--- config.mk ---
export PLATFORM = sky130hd
export DESIGN_NAME = sso_cordic
export DESIGN_NICKNAME = d
export VERILOG_FILES = /design/src/hw/rtl/sso_pkg.sv /design/src/hw/rtl/sso_cordic.sv
export SDC_FILE = /design/constraint.sdc
export NUM_CORES = 1
export LEC_CHECK = 0
export BUFFER_PORTS_ARGS = -buffer_cell sky130_fd_sc_hd__buf_2
export CAP_MARGIN = 20
export CORE_MARGIN = 2
export CORE_UTILIZATION = 55
export CTS_BUF_LIST = sky130_fd_sc_hd__clkbuf_4
export DETAILED_ROUTE_END_ITERATION = 7
export HOLD_SLACK_MARGIN = 0.02
export PLACE_DENSITY = 0.73
export SYNTH_ARGS = -nofsm -noshare
export SYNTH_HDL_FRONTEND = slang
export SYNTH_SLANG_ARGS = --single-unit
--- constraint.sdc ---
create_clock -name clk_i -period 15.4 [get_ports clk_i]
set_input_delay 1.54 -clock clk_i [delete_from_list [all_inputs] [get_ports clk_i]]
set_output_delay 1.54 -clock clk_i [all_outputs]
set_load 0.1 [all_outputs]
--- src/hw/rtl/sso_pkg.sv ---
package sso_pkg;

  // Shared arithmetic unit widths
  localparam int unsigned MCAND_W  = 64;
  localparam int unsigned MPLIER_W = 40;
  localparam int unsigned PROD_W   = MCAND_W + MPLIER_W;

  // Angle datapath widths
  localparam int unsigned PHASE_W  = 32;
  localparam int unsigned CORDIC_W = 34;

  // Default parameter values
  localparam int unsigned CORDIC_STEPS_DEF = 16;
  localparam int unsigned FRAC_BITS_DEF    = 8;

  // Fixed scale constants
  localparam logic [CORDIC_W-1:0] CORDIC_GAIN   = 34'd652032874;
  localparam logic [MCAND_W-1:0]  YAW_TO_TURN   = 64'd7818173456;
  localparam logic [12:0]         CENTIDEG_RAD  = 13'd5730;

  // Speed ratio (PG << 16) / 960 formed as PG * ceil(2^54 / 15) >> 44,
  // exact for any 40-bit PG
  localparam logic [MCAND_W-1:0]  RPM_RECIP     = 64'd1200959900632133;
  localparam int unsigned         RPM_RECIP_SH  = 44;

  // Configuration port
  localparam int unsigned CFG_IDX_W  = 4;
  localparam int unsigned CFG_DATA_W = 24;
  localparam logic [CFG_IDX_W-1:0] CFG_PERIMETER = 4'd0;
  localparam logic [CFG_IDX_W-1:0] CFG_TRACK     = 4'd1;
  localparam logic [CFG_IDX_W-1:0] CFG_GEAR      = 4'd2;
  localparam logic [CFG_IDX_W-1:0] CFG_COUNTS    = 4'd3;

  localparam logic [23:0] PERIMETER_RST = 24'd122880;
  localparam logic [15:0] TRACK_RST     = 16'd6400;
  localparam logic [15:0] GEAR_RST      = 16'd3449;
  localparam logic [15:0] COUNTS_RST    = 16'd8192;

  typedef enum logic {
    ALU_MUL,
    ALU_DIV
  } alu_op_e;

  typedef struct packed {
    logic    start;
    alu_op_e op;
  } alu_req_t;

  // Arctangent of 2^-i in units of 2^-32 turn
  function automatic logic [31:0] atan_turn(input logic [4:0] idx);
    logic [31:0] r;
    unique case (idx)
      5'd0:  r = 32'd536870912;
      5'd1:  r = 32'd316933406;
      5'd2:  r = 32'd167458907;
      5'd3:  r = 32'd85004756;
      5'd4:  r = 32'd42667331;
      5'd5:  r = 32'd21354465;
      5'd6:  r = 32'd10679838;
      5'd7:  r = 32'd5340245;
      5'd8:  r = 32'd2670163;
      5'd9:  r = 32'd1335087;
      5'd10: r = 32'd667544;
      5'd11: r = 32'd333772;
      5'd12: r = 32'd166886;
      5'd13: r = 32'd83443;
      5'd14: r = 32'd41722;
      5'd15: r = 32'd20861;
      5'd16: r = 32'd10430;
      5'd17: r = 32'd5215;
      5'd18: r = 32'd2608;
      5'd19: r = 32'd1304;
      5'd20: r = 32'd652;
      5'd21: r = 32'd326;
      5'd22: r = 32'd163;
      5'd23: r = 32'd81;
      5'd24: r = 32'd41;
      5'd25: r = 32'd20;
      5'd26: r = 32'd10;
      5'd27: r = 32'd5;
      5'd28: r = 32'd3;
      5'd29: r = 32'd1;
      5'd30: r = 32'd1;
      default: r = 32'd0;
    endcase
    return r;
  endfunction

endpackage

--- src/hw/rtl/sso_cordic.sv ---
module sso_cordic #(
  parameter int unsigned CORDIC_STEPS = sso_pkg::CORDIC_STEPS_DEF
) (
  input  logic                                clk_i,
  input  logic                                rst_ni,
  input  logic                                start_i,
  input  logic [sso_pkg::PHASE_W-1:0]         phase_i,
  output logic                                done_o,
  output logic signed [sso_pkg::CORDIC_W-1:0] cos_o,
  output logic signed [sso_pkg::CORDIC_W-1:0] sin_o
);
  import sso_pkg::*;

  localparam int unsigned CNT_W = $clog2(CORDIC_STEPS + 1);

  logic                       busy_q;
  logic                       done_q;
  logic                       flip_q;
  logic signed [CORDIC_W-1:0] x_q, y_q, z_q;
  logic signed [CORDIC_W-1:0] cos_q, sin_q;
  logic [CNT_W-1:0]           i_q;

  logic signed [CORDIC_W-1:0] dx, dy, at;
  logic [PHASE_W-1:0]         quarter, folded;
  logic                       flip;

  // Fold into the right half-plane and prepare one rotation step
  always_comb begin
    quarter = phase_i + 32'h4000_0000;
    flip    = quarter[PHASE_W-1];
    folded  = flip ? {~phase_i[PHASE_W-1], phase_i[PHASE_W-2:0]} : phase_i;
    dx      = y_q >>> i_q;
    dy      = x_q >>> i_q;
    at      = signed'({2'b00, atan_turn(5'(i_q))});
  end

  // Rotate one step a cycle
  always_ff @(posedge clk_i or negedge rst_ni) begin
    if (!rst_ni) begin
      busy_q <= 1'b0;
      done_q <= 1'b0;
      flip_q <= 1'b0;
      x_q    <= '0;
      y_q    <= '0;
      z_q    <= '0;
      cos_q  <= '0;
      sin_q  <= '0;
      i_q    <= '0;
    end else begin
      done_q <= 1'b0;
      if (start_i) begin
        busy_q <= 1'b1;
        flip_q <= flip;
        x_q    <= signed'(CORDIC_GAIN);
        y_q    <= '0;
        z_q    <= signed'({{(CORDIC_W-PHASE_W){folded[PHASE_W-1]}}, folded});
        i_q    <= '0;
      end else if (busy_q) begin
        if (i_q == CNT_W'(CORDIC_STEPS)) begin
          busy_q <= 1'b0;
          done_q <= 1'b1;
          cos_q  <= flip_q ? -x_q : x_q;
          sin_q  <= flip_q ? -y_q : y_q;
        end else begin
          if (!z_q[CORDIC_W-1]) begin
            x_q <= x_q - dx;
            y_q <= y_q + dy;
            z_q <= z_q - at;
          end else begin
            x_q <= x_q + dx;
            y_q <= y_q - dy;
            z_q <= z_q + at;
          end
          i_q <= i_q + 1'b1;
        end
      end
    end
  end

  assign done_o = done_q;
  assign cos_o  = cos_q;
  assign sin_o  = sin_q;

endmodule

Yosys cells after proc, flatten, opt, wreduce, memory -nomap -nowiden
Memories as Yosys holds them, arrays and structs flattened.
Cells that the tools add are included.

cells by class
  add/subtract/negate cells = 10
  equal/unequal tests = 2
  shift operators = 2
  multiplexer cells = 24
  bitwise operators = 2
  reduce and logical (&&, ||, !) cells = 3

operators with widths
  cell                                                              count
  34-bit two-way mux                                                14
  34-bit adder                                                      2
  34-bit negation                                                   2
  34-bit by 5-bit >>> shifter with 34-bit output                    2
  34-bit subtractor                                                 2
  34-bit by 33-bit adder with 34-bit output                         1
  34-bit by 33-bit subtractor with 34-bit output                    1
  32-bit by 31-bit adder with 32-bit output, second input constant  1
  32-bit two-way mux                                                1
  5-bit two-way mux                                                 3
  1-bit two-way mux                                                 6
  5-bit by 1-bit adder with 5-bit output, second input constant     1
  5-bit == test, second input constant                              1
  3-bit AND reduction                                               1
  2-bit != test, second input constant                              1
  1-bit inverter                                                    2
  2-bit AND reduction                                               1
  2-bit nonzero test                                                1

word-level totals
  register bits after elaboration = 178
  bits in read-only memories = 960
  logic and storage cells = 53
  memories kept = 1

memories
  memory           depth  width  read ports  clocked after memory_dff  write ports  RTL line       source
  (no name shown)  32     30     1           0                         0            sso_pkg.sv:52  unique case (idx)

Logic depth before layout (Yosys ltp)
  depth in word-level cells = 6
  mapped depth = 31
  gate-level depth less buffers = 24

Worst setup path before layout
Ideal clock, no wire load.

  path type = register to register
  from = register i_q[0]
  to = register z_q[31]
  setup time = 0.067 ns
  arrival time = 6.889 ns
  setup slack = 8.444 ns
  cell stages (with the launch flop) = 28
  path buffers = 6
  period minus slack after synthesis = 6.956 ns
  cells stage by stage = dfrtp_1 buf_2 inv_1 buf_2 buf_2 buf_2 buf_2 ha_1 or3b_2 o2111a_1 a311oi_1 or4bb_1 and4bb_2 and3_1 or2_2 clkbuf_1 xor2_1 ha_1 a21oi_1 o21a_1 o21ai_0 and3_1 a211o_1 a41o_1 a21o_1 o41ai_1 mux2i_1 o311a_1

on the way
  longest elaborated chain between the ends = 6

RTL lines
  item                                                                                                         RTL line                            source
  start: declaration                                                                                           sso_cordic.sv:21                    logic [CNT_W-1:0] i_q;
  start signal: assignment                                                                                     sso_cordic.sv:74                    i_q <= i_q + 1'b1;
  memory read 32 x 30 bit                                                                                      --
  34-bit by 33-bit subtractor with 34-bit output or 34-bit by 33-bit adder with 34-bit output (tied branches)  sso_cordic.sv:68, sso_cordic.sv:72
  34-bit two-way mux                                                                                           sso_cordic.sv:65                    if (!z_q[CORDIC_W-1]) begin
  34-bit two-way mux                                                                                           sso_cordic.sv:59                    if (i_q == CNT_W'(CORDIC_STEPS)) begin
  34-bit two-way mux                                                                                           sso_cordic.sv:58                    end else if (busy_q) begin
  34-bit two-way mux                                                                                           sso_cordic.sv:51                    if (start_i) begin
  end signal: assignment                                                                                       sso_cordic.sv:56                    z_q <= signed'({{(CORDIC_W-PHASE_W){folded[PHASE_W-1]}}, folded});
  end signal: assignment                                                                                       sso_cordic.sv:68                    z_q <= z_q - at;
  end signal: assignment                                                                                       sso_cordic.sv:72                    z_q <= z_q + at;
  end: declaration                                                                                             sso_cordic.sv:19                    logic signed [CORDIC_W-1:0] x_q, y_q, z_q;

Several ways; a longest one is shown, not always the timed one. The select of a mux whose other input is x is not followed.
A chain may end at the register's enable or synchronous reset.

Worst setup path after layout
  from = register i_q[1]
  to = register x_q[33]

on the way
  longest elaborated chain between the ends = 6

RTL lines
  item                                               RTL line                            source
  34-bit by 5-bit >>> shifter with 34-bit output     sso_cordic.sv:32                    dx = y_q >>> i_q;
  34-bit subtractor or 34-bit adder (tied branches)  sso_cordic.sv:66, sso_cordic.sv:70
  34-bit two-way mux                                 sso_cordic.sv:65
  34-bit two-way mux                                 sso_cordic.sv:59
  34-bit two-way mux                                 sso_cordic.sv:58
  34-bit two-way mux                                 sso_cordic.sv:51
  end signal: assignment                             sso_cordic.sv:54                    x_q <= signed'(CORDIC_GAIN);
  end signal: assignment                             sso_cordic.sv:66                    x_q <= x_q - dx;
  end signal: assignment                             sso_cordic.sv:70                    x_q <= x_q + dx;
  end: declaration                                   sso_cordic.sv:19

Several ways; a longest one is shown, not always the timed one. The select of a mux whose other input is x is not followed.

==> flow_metrics.tcl <==
set metrics [dict create \
    seqPwrFrac 0.177 \
    ys_seq_area_frac 0.226 \
    avgSynthCellArea_um2 8.33 \
    hold_violations 0 \
    fin_nets 2492 \
    r2r_slack_ps 7790 \
    synth_edf_count 0 \
    internal_power_mw 2.50 \
    cp_max_fo 66 \
    drc 0 \
    slew_headroom 0.219 \
    grt_setup_unrepaired "false" \
    cts_made_buffers 17 \
    worst_pin_slew_ps 1170 \
    core_um2 35400 \
    portBuffers 103 \
    fp.dieH_um 193 \
    multi_input_area_um2 14300 \
    crit_buf_inv 1 \
    p_sw_mw 2.84 \
    p_leak_nw 9.03 \
    syn_inst 2365 \
    reg2reg_depth 24 \
    synthTopCellsByCount "nand2_1, o21ai_0, dfrtp_1" \
    power.total_mw 5.35 \
    crit_path_top_delay_cell "buf_4" \
    globalplace.congestion 0.953 \
    cap_viol_max_count 0 \
    arrival_ps 8230 \
    antenna_found_initial 1 \
    setup_viol 0 \
    period_share 0.494 \
    drive_gt1_frac 0.125 \
    clock_sinks 178 \
    cts_setup_buffers 0 \
    end_kind "flip-flop" \
    cp_top_family "simple AND/OR/NAND/NOR gates" \
    period_minus_slack_ps 7610 \
    synthTopCellsByArea "dfrtp_1, ha_1, mux4_2" \
    pwr_density_cell_nw_per_um2 260 \
    fin_skew_ps 36.9 \
    gr-total-overflow 0 \
    htree_num_levels 4 \
    status "finished, final reports clean" \
    area_delta_synth_final_pct 4.38 \
    grt_pass1_wl_um 97200 \
    start_kind "flip-flop" \
    postCtsResizedCells 0 \
    num_vias 18400 \
    place_hpwl_um 46400 \
    critPathRequiredTime_ps 16020 \
    synth_warnings 0 \
    netlist.area_leader.share 0.226 \
    ys_ff_latch 178 \
    routedWlPerCell_um 21.9 \
    tns_ps 0 \
    rows 69 \
    clkTransAtPathRegs_ps 180 \
    seq_area_um2 4470 \
    hold_buffers 0 \
    setup_ws_ps 7790 \
    via_per_inst 6.52 \
    synth-async-reset-ratio 1.00 \
    cts_root_buffer "clkbuf_4" \
    worst_skew_pair.late_latency_ps 680 \
    pwr-share-comb 0.772 \
    fillers 3216 \
    start_util 0.557 \
    first_global_vias 17300 \
    synth_most_common_cell "nand2_1" \
    power.share.clock 0.051 \
    whs_path_depth 2 \
    drt_wl_total_um 61600 \
    cpPeakStageDelay_ps 770 \
    dp_slack_ps 7990 \
    syn_nets 2518 \
    synth_ff_type "dfrtp_1" \
    yosysTopAreaCell "dfrtp_1" \
    dieArea_um2 37400 \
    io_pins 104 \
    drt_pass1_iterations 6 \
    hp-class "reg2reg" \
    p_sw_frac 0.532 \
    track_usage 0.325 \
    report.final.slew_viol_count 0 \
    dieWidth_um 193 \
    ant_nets 0 \
    cp.depth 24 \
    cts_max_path_buffers 2 \
    crit_type "reg2reg" \
    ir_worst_vdd_v 0.000132 \
    drt_iter0_drc 1963 \
    netlist_area_um2 19700 \
    synth_cell_type_count 99 \
    grt_max_degree 129 \
    cts_tree "done" \
    cp_cell_sequence "buf_4 -> mux4_1 -> mux4_2 -> a221o_1 -> nor3_1 -> nand3_1 -> or3_1 -> nor3_2 -> nand2_1 -> nor4_1 -> mux2i_1 -> a21o_1 -> ha_1 -> a21o_1 -> nand2_1 -> nand2b_1 -> a21oi_1 -> o21ai_0 -> a31oi_1 -> o21ai_0 -> a31o_2 -> xnor2_1 -> or3_1 -> a21oi_1" \
    max_freq_ghz 0.131 \
]
placed cells by master (no fill, tap or decap), drive strengths merged, types with 30 or more instances in the layout:
master | synthesis | layout
nor3 | 32 | 32
xor2 | 133 | 133
dfrtp | 178 | 178
ha | 115 | 115
a21o | 58 | 58
buf | 49 | 130
mux4 | 77 | 77
nand2 | 290 | 290
inv | 52 | 61
mux2i | 48 | 48
o21ai | 238 | 238
nor2 | 167 | 167
nand2b | 35 | 35
mux2 | 30 | 30
xnor2 | 108 | 108
a21oi | 177 | 177
worst register-to-register path, stage by stage (launching register included):
cell,delay (ps)
dfrtp_4,700
buf_4,780
mux4_1,790
mux4_2,510
a221o_1,400
nor3_1,410
nand3_1,220
or3_1,420
nor3_2,290
nand2_1,140
nor4_1,360
mux2i_1,130
a21o_1,210
ha_1,340
a21o_1,220
nand2_1,70
nand2b_1,50
a21oi_1,200
o21ai_0,120
a31oi_1,180
o21ai_0,150
a31o_2,280
xnor2_1,130
or3_1,300
a21oi_1,140
worst paths after layout:
check / startpoint / endpoint
setup / recovery: i_q[1] / x_q[33]
setup reg to reg: i_q[1] / x_q[33]
max in group asynchronous: rst_ni / flip_q
hold reg to reg: cos_o[13] / cos_o[13]
hold / removal: cos_o[13] / cos_o[13]
min in group asynchronous: rst_ni / sin_o[12]
area by class of cell:
class                   instances  area share
repair buffers                130      0.0352
clock inverters                15     0.00700
multi-input cells            1959       0.696
well taps                     461      0.0280
flip-flops and latches        178       0.217
inverters                      53     0.00967
clock buffers                  17     0.00621
diodes                          1    0.000122
per-stage QoR:
step | util | std cells | hold slack (ps) | instance area (um2)
5_1_grt | 0.581 | 2814 | 525 | 20600
3_5_place_dp | 0.573 | 2781 | 465 | 20300
2_1_floorplan | - | 2365 | 456 | 19700
4_1_cts | 0.581 | 2813 | 499 | 20600
6_report | 0.581 | 2814 | 494 | 20600
3_3_place_gp | 0.573 | 2781 | 457 | 20300
flip-flops by register name, summed over array words and instances, names as in the netlist:
name / count
x_q: 34
flip_q: 1
sin_o: 34
cos_o: 34
z_q: 34
busy_q: 1
i_q: 5
done_o: 1
y_q: 34
kinds of logic (layout without fill, tap and decap cells):
group / count (synthesis) / in the layout / synth area share
DFF: 178 / 178 / 0.226
xor gates and xnor gates: 241 / 241 / 0.107
and+or+nand+nor: 703 / 703 / 0.168
other: 0 / 1 / 0
buffers and inverters: 228 / 215 / 0.0486
adders and majority gates: 118 / 118 / 0.0761
AOI/OAI and AO/OA: 742 / 742 / 0.240
muxes: 155 / 155 / 0.134
power groups by stage:
| stage | clock, mW | combinational (mW) | sequential, mW |
|---|---|---|---|
| floorplan | 0 | 3.30 | 0.819 |
| global route | 0.299 | 4.58 | 0.958 |
| global placement | 0 | 3.98 | 0.927 |
| detailed placement | 0 | 4.05 | 0.935 |
| finish | 0.273 | 4.13 | 0.946 |
| CTS | 0.282 | 4.08 | 0.924 |
layer usage:
metal / wire (um) / track usage / up-vias / share of wire
li1: - / - / 8624 / -
met2: 26500 / 0.485 / 801 / 0.43
met4: 1840 / 0.114 / 0 / 0.030
met3: 5810 / 0.0692 / 150 / 0.094
met1: 27500 / 0.468 / 8786 / 0.45
met5: 0 / 0 / - / 0
No activity file was read; power rests on OpenSTA's default activity.
